[config.mk]
export PLATFORM = sky130hd
export DESIGN_NAME = particle_sensor_frame_checker_core
export DESIGN_NICKNAME = d
export VERILOG_FILES = /design/src/psfc_pkg.sv /design/src/psfc_frame_track.sv /design/src/particle_sensor_frame_checker_core.sv
export SDC_FILE = /design/constraint.sdc
export NUM_CORES = 1
export LEC_CHECK = 0
export CAP_MARGIN = 0
export CORE_MARGIN = 2
export CORE_UTILIZATION = 47
export CTS_CLUSTER_DIAMETER = 60
export DETAILED_ROUTE_END_ITERATION = 12
export DONT_BUFFER_PORTS = 1
export GPL_ROUTABILITY_DRIVEN = 0
export GPL_TIMING_DRIVEN = 0
export HOLD_SLACK_MARGIN = 0.08
export SYNTH_ARGS = -nofsm -noshare
export SYNTH_HDL_FRONTEND = slang
export SYNTH_SLANG_ARGS = --single-unit
[constraint.sdc]
create_clock -name clk -period 5.2 [get_ports clk]
set_input_delay 0.26 -clock clk [delete_from_list [all_inputs] [get_ports clk]]
set_output_delay 0.26 -clock clk [all_outputs]
set_load 0.05 [all_outputs]
[src/psfc_pkg.sv]
// Shared constants, types and status codes for the particle sensor frame checker.
package psfc_pkg;

    // Longest burst that still counts as a frame
    localparam int MAX_FRAME_BYTES = 64;
    // Shortest frame: header, payload and a two-byte checksum
    localparam int MIN_FRAME_BYTES = 7;
    // Byte counter saturates at MAX_FRAME_BYTES + 1
    localparam int CNT_W = $clog2(MAX_FRAME_BYTES + 2);

    localparam logic [7:0] HEADER_FIRST  = 8'h42;
    localparam logic [7:0] HEADER_SECOND = 8'h4D;

    // Frame positions of the PM2.5 and PM10 bytes
    localparam int PM_FIRST_POS = 6;
    localparam int PM_LAST_POS  = 9;
    localparam int PM_BYTES     = PM_LAST_POS - PM_FIRST_POS + 1;
    localparam int PM_IDX_W     = $clog2(PM_BYTES);

    typedef logic [CNT_W-1:0] count_t;

    typedef enum logic [2:0] {
        ST_OK       = 3'd0,
        ST_SHORT    = 3'd1,
        ST_HEADER   = 3'd2,
        ST_CHECKSUM = 3'd3,
        ST_LONG     = 3'd4
    } status_t;

    // One result word
    typedef struct packed {
        status_t     status;
        logic [15:0] pm25_value;
        logic [15:0] pm10_value;
    } result_t;

endpackage

[src/psfc_frame_track.sv]
// Per-byte frame tracking: count, header check, running sum, PM byte capture and status.
module psfc_frame_track
    import psfc_pkg::*;
(
    input  logic          clk,
    input  logic          rst_n,
    input  logic          accept,
    input  logic [7:0]    data_byte,
    input  logic          frame_end,
    output logic          result_fire,
    output result_t       result
);

    count_t      byte_count_reg, byte_count_next;
    logic [7:0]  older_byte_reg, older_byte_next;
    logic [7:0]  newer_byte_reg, newer_byte_next;
    logic [15:0] running_sum_reg, running_sum_next;
    logic        header_bad_reg, header_bad_next;
    logic [7:0]  pending_bytes_reg [PM_BYTES];
    logic [7:0]  pending_bytes_next [PM_BYTES];
    logic [PM_BYTES-1:0] pending_mask_reg, pending_mask_next;
    logic [7:0]  held_bytes_reg [PM_BYTES];
    logic [7:0]  held_bytes_next [PM_BYTES];

    count_t                pos;
    count_t                count_upd;
    count_t                pm_off;
    logic [PM_IDX_W-1:0]   pm_idx;
    logic                  in_pm;
    logic                  hdr_upd;
    logic [15:0]           sum_upd;
    logic [PM_BYTES-1:0]   mask_upd;
    logic [7:0]            pend_upd [PM_BYTES];
    status_t               status_w;

    assign pos    = byte_count_reg;
    assign pm_off = pos - CNT_W'(PM_FIRST_POS);
    assign pm_idx = pm_off[PM_IDX_W-1:0];
    assign in_pm  = (pos >= CNT_W'(PM_FIRST_POS)) && (pos <= CNT_W'(PM_LAST_POS));

    // Update per-burst state for the incoming word
    always_comb
    begin
        hdr_upd = header_bad_reg
                | ((pos == CNT_W'(0)) && (data_byte != HEADER_FIRST))
                | ((pos == CNT_W'(1)) && (data_byte != HEADER_SECOND));
        sum_upd = (pos >= CNT_W'(2)) ? running_sum_reg + {8'h00, older_byte_reg}
                                     : running_sum_reg;
        count_upd = (pos <= CNT_W'(MAX_FRAME_BYTES)) ? pos + CNT_W'(1) : pos;
        mask_upd = pending_mask_reg;
        for (int i = 0; i < PM_BYTES; i++)
        begin
            pend_upd[i] = pending_bytes_reg[i];
        end
        if (in_pm)
        begin
            mask_upd[pm_idx] = 1'b1;
            pend_upd[pm_idx] = data_byte;
        end
    end

    // Classify the finished frame, most serious short/long checks first
    always_comb
    begin
        if (count_upd < CNT_W'(MIN_FRAME_BYTES))
            status_w = ST_SHORT;
        else if (count_upd > CNT_W'(MAX_FRAME_BYTES))
            status_w = ST_LONG;
        else if (hdr_upd)
            status_w = ST_HEADER;
        else if ({newer_byte_reg, data_byte} != sum_upd)
            status_w = ST_CHECKSUM;
        else
            status_w = ST_OK;
    end

    // Commit held PM bytes on a good frame, clear burst state at its end
    always_comb
    begin
        byte_count_next  = byte_count_reg;
        older_byte_next  = older_byte_reg;
        newer_byte_next  = newer_byte_reg;
        running_sum_next = running_sum_reg;
        header_bad_next  = header_bad_reg;
        pending_mask_next = pending_mask_reg;
        for (int i = 0; i < PM_BYTES; i++)
        begin
            pending_bytes_next[i] = pending_bytes_reg[i];
            held_bytes_next[i]    = held_bytes_reg[i];
        end
        if (accept)
        begin
            if (frame_end)
            begin
                byte_count_next   = '0;
                older_byte_next   = '0;
                newer_byte_next   = '0;
                running_sum_next  = '0;
                header_bad_next   = 1'b0;
                pending_mask_next = '0;
                for (int i = 0; i < PM_BYTES; i++)
                begin
                    pending_bytes_next[i] = '0;
                    if ((status_w == ST_OK) && mask_upd[i])
                        held_bytes_next[i] = pend_upd[i];
                end
            end
            else
            begin
                byte_count_next   = count_upd;
                older_byte_next   = newer_byte_reg;
                newer_byte_next   = data_byte;
                running_sum_next  = sum_upd;
                header_bad_next   = hdr_upd;
                pending_mask_next = mask_upd;
                for (int i = 0; i < PM_BYTES; i++)
                begin
                    pending_bytes_next[i] = pend_upd[i];
                end
            end
        end
    end

    // Result word for the current frame end
    assign result_fire       = accept && frame_end;
    assign result.status     = status_w;
    assign result.pm25_value = {held_bytes_next[0], held_bytes_next[1]};
    assign result.pm10_value = {held_bytes_next[2], held_bytes_next[3]};

    // Hold state registers
    always_ff @(posedge clk or negedge rst_n)
    begin
        if (!rst_n)
        begin
            byte_count_reg   <= '0;
            older_byte_reg   <= '0;
            newer_byte_reg   <= '0;
            running_sum_reg  <= '0;
            header_bad_reg   <= 1'b0;
            pending_mask_reg <= '0;
            for (int i = 0; i < PM_BYTES; i++)
            begin
                pending_bytes_reg[i] <= '0;
                held_bytes_reg[i]    <= '0;
            end
        end
        else
        begin
            byte_count_reg   <= byte_count_next;
            older_byte_reg   <= older_byte_next;
            newer_byte_reg   <= newer_byte_next;
            running_sum_reg  <= running_sum_next;
            header_bad_reg   <= header_bad_next;
            pending_mask_reg <= pending_mask_next;
            for (int i = 0; i < PM_BYTES; i++)
            begin
                pending_bytes_reg[i] <= pending_bytes_next[i];
                held_bytes_reg[i]    <= held_bytes_next[i];
            end
        end
    end

    // Counter never runs past its saturation point
    a_count_sat: assert property (@(posedge clk) disable iff (!rst_n)
        byte_count_reg <= CNT_W'(MAX_FRAME_BYTES + 1))
        else $error("byte count past saturation");

    // A frame end leaves a fresh burst behind
    a_burst_clear: assert property (@(posedge clk) disable iff (!rst_n)
        accept && frame_end |=> (byte_count_reg == '0) && (pending_mask_reg == '0)
                                && !header_bad_reg)
        else $error("burst state not cleared after frame end");

    // Captured PM positions never outrun the byte count
    a_mask_vs_count: assert property (@(posedge clk) disable iff (!rst_n)
        (byte_count_reg <= CNT_W'(PM_FIRST_POS)) |-> (pending_mask_reg == '0))
        else $error("PM byte captured before its position");

endmodule

[src/particle_sensor_frame_checker_core.sv]
// Top level of the particle sensor frame checker: input handshake and two-entry result buffer.
//
// Takes one received sensor byte per cycle while byte_stall is low, with no gaps needed
// between bytes; the per-byte state (count, two-byte delay, running sum, header flag, PM
// captures) updates in the cycle a word is accepted. On the word flagged frame_end, a
// status word with the held PM2.5 and PM10 values is registered into the output register,
// or into the skid entry while a result waits. Results sit in an output register backed
// by one skid entry, so input words keep flowing while a result waits; byte_stall rises
// only when both entries are full. Status: too short, too long, bad header, bad checksum,
// else ok (reported in that order of precedence). Frames longer than the buffer limit are
// flagged, never overrun, and only a good frame updates the held PM words.
module particle_sensor_frame_checker_core
    import psfc_pkg::*;
(
    input  logic        clk,
    input  logic        rst_n,
    input  logic        byte_valid,
    output logic        byte_stall,
    input  logic [7:0]  data_byte,
    input  logic        frame_end,
    output logic        result_valid,
    input  logic        result_stall,
    output logic [2:0]  status,
    output logic [15:0] pm25_value,
    output logic [15:0] pm10_value
);

    logic    accept;
    logic    new_fire;
    result_t new_result;
    logic    out_taken;

    logic    out_valid_reg, out_valid_next;
    logic    skid_valid_reg, skid_valid_next;
    result_t out_data_reg, out_data_next;
    result_t skid_data_reg, skid_data_next;

    assign byte_stall = skid_valid_reg;
    assign accept     = byte_valid && !byte_stall;
    assign out_taken  = out_valid_reg && !result_stall;

    psfc_frame_track u_track (
        .clk         (clk),
        .rst_n       (rst_n),
        .accept      (accept),
        .data_byte   (data_byte),
        .frame_end   (frame_end),
        .result_fire (new_fire),
        .result      (new_result)
    );

    // Advance the output register and skid entry
    always_comb
    begin
        out_valid_next  = out_valid_reg;
        skid_valid_next = skid_valid_reg;
        out_data_next   = out_data_reg;
        skid_data_next  = skid_data_reg;
        if (!out_valid_reg || out_taken)
        begin
            if (skid_valid_reg)
            begin
                out_data_next   = skid_data_reg;
                out_valid_next  = 1'b1;
                skid_valid_next = new_fire;
                skid_data_next  = new_result;
            end
            else
            begin
                out_data_next  = new_result;
                out_valid_next = new_fire;
            end
        end
        else if (new_fire)
        begin
            skid_data_next  = new_result;
            skid_valid_next = 1'b1;
        end
    end

    // Hold result handshake state
    always_ff @(posedge clk or negedge rst_n)
    begin
        if (!rst_n)
        begin
            out_valid_reg  <= 1'b0;
            skid_valid_reg <= 1'b0;
        end
        else
        begin
            out_valid_reg  <= out_valid_next;
            skid_valid_reg <= skid_valid_next;
        end
    end

    // Hold result payload
    always_ff @(posedge clk)
    begin
        out_data_reg  <= out_data_next;
        skid_data_reg <= skid_data_next;
    end

    assign result_valid = out_valid_reg;
    assign status       = out_data_reg.status;
    assign pm25_value   = out_data_reg.pm25_value;
    assign pm10_value   = out_data_reg.pm10_value;

    // Skid entry only fills behind a waiting result
    a_skid_order: assert property (@(posedge clk) disable iff (!rst_n)
        skid_valid_reg |-> out_valid_reg)
        else $error("skid entry full with empty output register");

    // A buffered result survives while the output stays stalled
    a_skid_kept: assert property (@(posedge clk) disable iff (!rst_n)
        skid_valid_reg && result_stall |=> skid_valid_reg && out_valid_reg)
        else $error("buffered result dropped under stall");

    // A frame end reaches the output in the next cycle when the path is clear
    a_result_lat: assert property (@(posedge clk) disable iff (!rst_n)
        accept && frame_end && !out_valid_reg |=> out_valid_reg)
        else $error("frame end produced no result");

endmodule

* Word level (Yosys, flattened, before mapping)
Cells that the tools add are included.
** Cells by class
- Add/sub/neg operators :: 3
- $mul :: 0
- Div/mod/pow operators :: 0
- Magnitude comparators :: 10
- Equal/unequal tests :: 5
- Shift operators :: 0
- Multiplexer cells :: 34
- Bitwise gates (word level) :: 4
- Reductions and logical operators :: 20
** Operators by type and width (number)
- $mux W35 :: 4
- $mux W32 :: 4
- $mux W8 :: 7
- $bwmux W32 :: 1
- $mux W16 :: 2
- $add A16 B8 Y16 :: 1
- $demux W8 S2 :: 1
- $ne A16 B16 Y1 :: 1
- $ne A8 B7 Y1 const B :: 2
- $mux W7 :: 2
- $logic_and A1 B1 Y1 :: 12
- $mux W3 :: 3
- $mux W4 :: 2
- $add A7 B1 Y7 const B :: 1
- $eq A7 B1 Y1 const B :: 1
- $ge A7 B2 Y1 const B :: 1
- $ge A7 B3 Y1 const B :: 1
- $gt A7 B7 Y1 const B :: 1
- $le A7 B4 Y1 const B :: 1
- $le A7 B7 Y1 const B :: 1
- $logic_not A7 Y1 :: 1
- $lt A7 B3 Y1 const B :: 1
- $mux W1 :: 6
- $or A4 B4 Y4 :: 1
- other kinds (15) :: 18
** Storage, ports and cells
- Flip-flop bits (word level) :: 180
- Latch bits :: 0
- Bits in writable memories :: 0
- Bits in read-only memories :: 0
- Input bits :: 13
- Output and inout bits :: 37
- Word-level logic and storage cells :: 98
- Memories :: 0

* Longest topological paths before layout
Gate-level depths: netlist of the first run.
- Depth after elaboration :: 14
- Depth in mapped cells :: 14

* Cells and area by module
Synthesis of the first run repeated with hierarchy kept, for this count alone.
** Unflattened totals
- Cell total of the unflattened synthesis :: 719
- Area total of the unflattened synthesis :: 8824.7 sq um
** Modules (own cells, without submodules)
- psfc_frame_track :: instances 1, cells an instance 601, area each 6175.9 sq um, seq. area each 2702.6 sq um
- particle_sensor_frame_checker_core :: instances 1, cells an instance 118, area each 2648.8 sq um, seq. area each 2152.1 sq um

* Worst setup path after synthesis of the first run
OpenSTA, ideal clock, no wires.
- Path kind :: flip-flop to flip-flop
- Start point :: register out_valid_reg (netlist: result_valid)
- End point :: register skid_data_reg[0] (netlist bit) (enable)
- Arrival :: 4.209 ns
- Data required time :: 4.724 ns
- Slack :: 0.515 ns
- Cell stages (with the launch flop) :: 3
- Clock period less this slack :: 4.685 ns
- Path through :: dfrtp_1 nand2_1 o21ai_0
** Between the ends
- Word-level cells in the longest chain between the ends :: 4
- Elaborated cells between the ends (all ways) :: 6
- Classes of those cells :: 1 x eq/ne; 5 x reduce/logical
** RTL lines
- start: declaration :: RTL line particle_sensor_frame_checker_core.sv:33 : logic out_valid_reg, out_valid_next;
- start signal: assignment :: RTL line particle_sensor_frame_checker_core.sv:91 : out_valid_reg <= out_valid_next;
- $logic_not A1 Y1 or $logic_and A1 B1 Y1 (tied branches) :: RTL line particle_sensor_frame_checker_core.sv:59, particle_sensor_frame_checker_core.sv:40
- $logic_or A1 B1 Y1 (*) :: RTL line particle_sensor_frame_checker_core.sv:59 : if (!out_valid_reg || out_taken)
- $ne A2 B2 Y1 (no source line) or $reduce_bool A2 Y1 (tied branches)
- $reduce_and A2 Y1 (no source line) (*)
- end signal: assignment :: RTL line particle_sensor_frame_checker_core.sv:100 : skid_data_reg <= skid_data_next;
- end: declaration :: RTL line particle_sensor_frame_checker_core.sv:36 : result_t skid_data_reg, skid_data_next;
Mark *: on every way between the ends. The rest lies on a longest branch, timed or not.
A chain may end at the register's enable or synchronous reset.

* Worst setup path after layout of the first run
- Start point :: register u_track.running_sum_reg[7]
- End point :: register out_data_reg, in the netlist pm25_value[14] (data pin)
** Between the ends
- Word-level cells in the longest chain between the ends :: 13
** RTL lines
- start: declaration :: RTL line psfc_frame_track.sv:17 : logic [15:0] running_sum_reg, running_sum_next;
- start signal: assignment :: RTL line psfc_frame_track.sv:152 : running_sum_reg <= running_sum_next;
- $add A16 B8 Y16 :: RTL line psfc_frame_track.sv:47 : sum_upd = (pos >= CNT_W'(2)) ? running_sum_reg + {8'h00, older_byte_reg}
- $mux W16 (*) :: RTL line psfc_frame_track.sv:47
- $ne A16 B16 Y1 (*) :: RTL line psfc_frame_track.sv:71 : else if ({newer_byte_reg, data_byte} != sum_upd)
- $mux W2 (*) :: RTL line psfc_frame_track.sv:71
- $mux W3 (*) :: RTL line psfc_frame_track.sv:69 : else if (hdr_upd)
- $mux W3 (*) :: RTL line psfc_frame_track.sv:67 : else if (count_upd > CNT_W'(MAX_FRAME_BYTES))
- $mux W3 (*) :: RTL line psfc_frame_track.sv:65 : if (count_upd < CNT_W'(MIN_FRAME_BYTES))
- $logic_not A3 Y1 (*) :: RTL line psfc_frame_track.sv:104 : if ((status_w == ST_OK) && mask_upd[i])
- $logic_and A1 B1 Y1 (*) :: RTL line psfc_frame_track.sv:104
- $mux W8 (*) :: RTL line psfc_frame_track.sv:104
- $mux W32 (*) :: RTL line psfc_frame_track.sv:93 : if (frame_end)
- $mux W32 (*) :: RTL line psfc_frame_track.sv:91 : if (accept)
- $mux W35 (*) :: RTL line particle_sensor_frame_checker_core.sv:61 : if (skid_valid_reg)
- end signal: assignment :: RTL line particle_sensor_frame_checker_core.sv:99 : out_data_reg <= out_data_next;
- end: declaration :: RTL line particle_sensor_frame_checker_core.sv:35 : result_t out_data_reg, out_data_next;
Marked as above.

==> results of run 1 <==
-- area by class of cell --
cell class | instances | area [sq um] | area share [%]
multi-input combinational | 617 | 4110 | 40.0
inverter | 16 | 60.1 | 0.585
sequential | 180 | 4850 | 47.3
clock inverter | 12 | 151 | 1.47
buffer | 61 | 263 | 2.56
clock buffer | 20 | 437 | 4.25
timing repair buffer | 4 | 67.6 | 0.658
tap | 265 | 332 | 3.23
-- report_power, final --
part	leakage, uW	switching, uW	total, uW	internal [uW]
Clock	0.000286	571	1290	720
Sequential	0.00223	179	1770	1590
Combinational	0.00150	291	458	167
-- worst paths after layout --
path | start | to
setup / recovery | u_track.running_sum_reg[7]$_DFFE_PN0P_ | pm25_value[14]$_DFFE_PN_
hold / removal | frame_end | u_track.pending_mask_reg[2]$_DFFE_PN0P_
setup reg to reg | u_track.running_sum_reg[7]$_DFFE_PN0P_ | pm25_value[14]$_DFFE_PN_
hold reg to reg | u_track.older_byte_reg[3]$_DFFE_PN0P_ | u_track.older_byte_reg[3]$_DFFE_PN0P_
max in group asynchronous | rst_n | u_track.running_sum_reg[10]$_DFFE_PN0P_
min in group asynchronous | rst_n | u_track.running_sum_reg[7]$_DFFE_PN0P_
-- metrics by stage --
step	total power, uW	setup slack, ns	hold slack [ns]
2_1_floorplan	2090	0.515	-0.0356
3_3_place_gp	2210	-1.46	-0.0306
3_5_place_dp	2220	0.782	-0.0311
4_1_cts	3530	0.743	0.333
5_1_grt	3650	0.244	0.334
6_report	3520	0.634	0.318
-- routing by layer --
layer	up-vias	global-route usage, %	share of wire [%]
li1	3359	-	-
met1	3709	36.7	46
met2	262	39.7	47
met3	27	4.67	6.3
met4	0	6.75	1.4
met5	-	0	0
-- cell usage after synthesis (5+ instances only) --
cell type	instances	area share, %
inv_1	15	0.61
o211ai_1	6	0.49
nor2_1	48	1.9
o31a_1	32	3.0
a2bb2oi_1	18	1.7
nand2_1	119	4.8
o2111ai_1	5	0.47
a2bb2oi_2	15	2.4
xnor2_1	13	1.2
nand4_1	9	0.61
a22oi_1	33	2.7
a31oi_1	17	1.1
clkbuf_1	45	1.8
o21ai_0	61	3.3
o22ai_1	37	2.5
o21a_1	21	1.7
nand3_1	12	0.65
nand3b_1	17	1.4
nand2b_1	8	0.54
ha_1	12	1.6
a22o_1	6	0.57
buf_2	8	0.43
nor3_1	7	0.38
and3_1	5	0.34
xor2_1	6	0.57
edfxtp_1	70	23
dfrtp_1	110	30
a21oi_1	14	0.76
buf_4	6	0.49
o31ai_1	13	1.1
nor2b_1	17	1.1
-- logic make-up after synthesis --
| logic type | after synthesis | synth area share, % |
|---|---|---|
| and+or+nand+nor | 274 | 15.0 |
| xor gates and xnor gates | 19 | 1.79 |
| buffers and inverters | 77 | 3.48 |
| adders and majority gates | 13 | 1.84 |
| muxes | 5 | 0.594 |
| DFF | 180 | 52.4 |
| AOI/OAI and AO/OA | 306 | 24.9 |
-- what timing repair did --
item,4_1_cts,5_1_grt
hold buffers,3,0
endpoints found under the setup margin,0,0
endpoints found under the hold margin,112,0
==> impl_metrics.ini, run 1 <==
[outcome]
outcome = complete, no violations

[floorplan]
die_x_um = 144
num_io_pins = 50
initial_core_util_pct = 47.8
core_sq_um = 19400
die_h_um = 144
die_area_sq_um = 20900
rows = 51

[power_and_ir_drop]
ir_drop_mv = 0.226
power_density_nw_per_um2 = 342
leakagePower_uw = 0.00401

[finish]
layout.cells.most_common = nand2_1
fin_nets = 923
final_area_sq_um = 10300
drive_above_1_share_pct = 9.56
areaGrowthSynthToFinish_pct = 10.8
num_antenna_cells = 0
stdcell_count = 1175
mostFrequentLayoutCells = nand2_1, dfrtp_1, edfxtp_1, o21ai_0
largest_reg_flops = 35
utilization_pct = 53.0
n_fill_cell = 1734

[synth]
synth.ff_latch_count = 180
syn_area_sq_um = 9270
yosysUniqueCellTypes = 77
ys.flop_type = dfrtp_1
synth_edf_count = 70
syn_nets = 900
ys_warn_count = 0
async_flop_share_pct = 61.1
yosysSeqAreaShare_pct = 52.4
avgSynthCellArea_sq_um = 10.6
synthCells = 874

[routing]
detail_route.iter0.violations = 668
routed_wl_um = 25700
vias = 7357
postRouteAntennaNets = 0
viasPerCell = 6.26
drc = 0
wl_per_cell_um = 21.9
dr.pass1.iters = 5

[clock_network]
cts_tree = yes
htreeDepth = 4
cts_setup_buffers = 0
clkSinkCount = 180
cts.clk_slew.worst_paths_ns = 0.07
clkLatencyLatePin_ns = 0.44
root_buffer = clkbuf_16
clock_path_buffers = 2
cts_buffers = 17
post_cts_resized = 0

[sta]
hold_viol = 0
rsz0062_at_grt = false
skew_ns = 0.0133
setup_violations = 0
slew_viol_final = 0
worst_pin_slew_ns = 0.942
slew_headroom_pct = 37.0
fin_crit_ns = 4.57
fmax_ghz = 0.219
setup_tns_ns = 0
fin_crit_sh_pct = 87.8

[placement]
hpwl_um = 17700
dp.cells = 1140
placed_cell_area_sq_um = 9640
io_buffers = 0

[setup_path]
cp_data_arrival_time_ns = 4.74
cp_slowest_cell = clkbuf_1
crit_type = flop to flop
required_ns = 5.38
ff2ff_setup_slack_ns = 0.63
crit_family = simple AND/OR/NAND/NOR gates
worstSetupStartpointType = flop
path_max_fanout = 10
rr_worst_depth = 12
max_stage_delay_ns = 0.61
worstPathCellList = ha_1 -> buf_2 -> o21ai_0 -> o22ai_1 -> o21ai_2 -> or2_1 -> xnor2_1 -> or4b_1 -> nor4_4 -> clkbuf_1 -> a31oi_1 -> o31a_1
critPathCaptureType = flop
path_depth = 12
critPathBufInv = 2

[flow_run]
maxCapViolCount = 0

[grt]
overflow = 0
grt_antenna_before_repair = 0
grt_pass1_wl_um = 40000
first_global_vias = 7152
track_usage_pct = 25.5
grt_max_degree = 111

[min_path]
min_path_cells = 2
hp-class = primary input to flop
Note: power is estimated with default switching activity, not from simulation.
==> inputs of run 2 (changes only) <==
- CORE_UTILIZATION: 47 -> 55
- CTS_BUF_LIST: not set -> sky130_fd_sc_hd__clkbuf_4 sky130_fd_sc_hd__clkbuf_8 sky130_fd_sc_hd__clkbuf_16
- PLACE_DENSITY: not set -> 0.7
- clock period: 5.2 -> 5.5 ns (I/O delays scaled with it)
==> run 2 against run 1 <==
  * Sequential share of layout area is 0.20 points higher
  * Hold slack worse by 0.0097 ns
  * Register-to-register slack better by 0.23 ns
  * Non-clock buffer count stayed put
  * Final cell count is 3.8% lower
  * Sequential cell count stayed put
  * Core utilization is 8.9 points higher
  * Largest power group unchanged
  * Clock-buffer cell count is 1 lower
  * Routed wire length is 1.1% lower
  * Worst setup slack better by 0.23 ns
  * Combinational power is 5.0% lower
==> impl_metrics.ini, run 2 (synthesized netlist as in run 1, its figures left out) <==
[setup_path]
worstSetupStartpointType = flop
critPathBufInv = 2
required_ns = 5.69
critPathCaptureType = flop
worstPathCellList = ha_1 -> inv_1 -> fa_1 -> nor2b_1 -> o2111ai_1 -> a21oi_1 -> nor3b_1 -> o311ai_0 -> nand4_1 -> nor4_4 -> clkbuf_1 -> a31oi_1 -> o31a_1
cp_slowest_cell = o311ai_0
rr_worst_depth = 13
crit_type = flop to flop
max_stage_delay_ns = 0.64
cp_data_arrival_time_ns = 4.82
crit_family = compound AO/OA/AOI/OAI gates
path_depth = 13
path_max_fanout = 10

[placement]
hpwl_um = 17300
dp.cells = 1095
dp_slack_ns = 0.978
io_buffers = 0

[routing]
viasPerCell = 6.63
routed_wl_um = 25400
dr.pass1.iters = 5
vias = 7494
drc = 0
wl_per_cell_um = 22.5
detail_route.iter0.violations = 872
postRouteAntennaNets = 0

[grt]
grt_pass1_wl_um = 40000
first_global_vias = 7308
track_usage_pct = 28.9
overflow = 0
grt_max_degree = 111
grt_antenna_before_repair = 0

[flow_run]
maxCapViolCount = 0

[sta]
fin_crit_ns = 4.63
skew_ns = 0.00688
setup_violations = 0
fin_ws_ns = 0.868
worst_pin_slew_ns = 0.939
slew_headroom_pct = 37.2
fin_crit_sh_pct = 84.2
holdWs_ns = 0.308
rsz0062_at_grt = false
slew_viol_final = 0
fmax_ghz = 0.216
hold_viol = 0

[min_path]
hp-class = primary input to flop
min_path_cells = 2

[finish]
utilization_pct = 61.9
stdcell_count = 1130
largest_reg_flops = 35
layout.cells.most_common = nand2_1
drive_above_1_share_pct = 9.78
areaGrowthSynthToFinish_pct = 10.3
seq_area_sq_um = 4850
n_fill_cell = 1294
multiInputGateArea_sq_um = 4110
num_antenna_cells = 0
fin_nets = 923
mostFrequentLayoutCells = nand2_1, dfrtp_1, edfxtp_1, o21ai_0, nor2_1

[clock_network]
cts_hold_buf = 3
clkLatencyLatePin_ns = 0.43
post_cts_resized = 0
root_buffer = clkbuf_16
clkSinkCount = 180
cts_tree = yes
clock_path_buffers = 2
cts_buffers = 17
cts.clk_slew.worst_paths_ns = 0.07
htreeDepth = 4
cts_setup_buffers = 0

[floorplan]
core_sq_um = 16500
die_h_um = 134
num_io_pins = 50
initial_core_util_pct = 56.1
rows = 47
die_x_um = 134
die_area_sq_um = 17900

[outcome]
outcome = complete, no violations

[power_and_ir_drop]
power_density_nw_per_um2 = 327
ir_drop_mv = 0.240
leakagePower_uw = 0.00402
total_power_uw = 3350
-- run 2: cell count changes in the layout (fill, tap and decap cells not counted) --
cell        change
clkinvlp_4      +2
clkbuf_8        +2
inv_8           +1
clkbuf_1        -3
clkinv_1        +1
clkinv_4        -2
clkinv_8        -1
-- run 2: area by class of cell --
class,instances,area share (%)
flip-flops and latches,180,47.5
clock inverters,13,1.44
multi-input cells,617,40.2
plain buffers,61,2.57
clock buffers,19,4.43
repair buffers,4,0.660
inverters,16,0.587
well taps,220,2.69
-- run 2: worst reg2reg max path, cell delays in order, from the launching register on --
cell and delay, ns:
dfrtp_1 0.43, ha_1 0.20, inv_1 0.05, fa_1 0.42, nor2b_1 0.22, o2111ai_1 0.21, a21oi_1 0.23, nor3b_1 0.09
o311ai_0 0.64, nand4_1 0.26, nor4_4 0.62, clkbuf_1 0.63, a31oi_1 0.22, o31a_1 0.15
-- run 2: final timing paths --
path / startpoint / endpoint / slack (ns)
hold / removal: frame_end / u_track.pending_mask_reg[2]$_DFFE_PN0P_ / 0.31
max in group asynchronous: rst_n / u_track.held_bytes_reg[16]$_DFF_PN0_ / 4.60
setup / recovery: u_track.running_sum_reg[0]$_DFFE_PN0P_ / pm25_value[3]$_DFFE_PN_ / 0.87
min in group asynchronous: rst_n / u_track.running_sum_reg[0]$_DFFE_PN0P_ / 0.43
hold reg to reg: u_track.older_byte_reg[4]$_DFFE_PN0P_ / u_track.older_byte_reg[4]$_DFFE_PN0P_ / 0.48
setup reg to reg: u_track.running_sum_reg[0]$_DFFE_PN0P_ / pm25_value[3]$_DFFE_PN_ / 0.87
-- run 2: layer usage --
layer | track usage (%) | wire, um
met2 | 45.5 | 11700
met3 | 5.14 | 1720
met4 | 12.4 | 866
met1 | 39.9 | 11100
met5 | 0 | 0
-- run 2: power breakdown --
part | leakage (uW) | switching (uW) | total, uW | internal [uW]
logic | 0.00150 | 277 | 435 | 158
registers | 0.00223 | 171 | 1670 | 1500
clock network | 0.000290 | 538 | 1240 | 701
-- run 2: metrics by stage --
| stage | instance area, sq um | setup TNS [ns] |
|---|---|---|
| after floorplan | 9270 | 0 |
| after global placement | 9550 | -35.00 |
| after detailed placement | 9580 | 0 |
| after CTS | 10200 | 0 |
| after global routing | 10200 | 0 |
| final | 10200 | 0 |
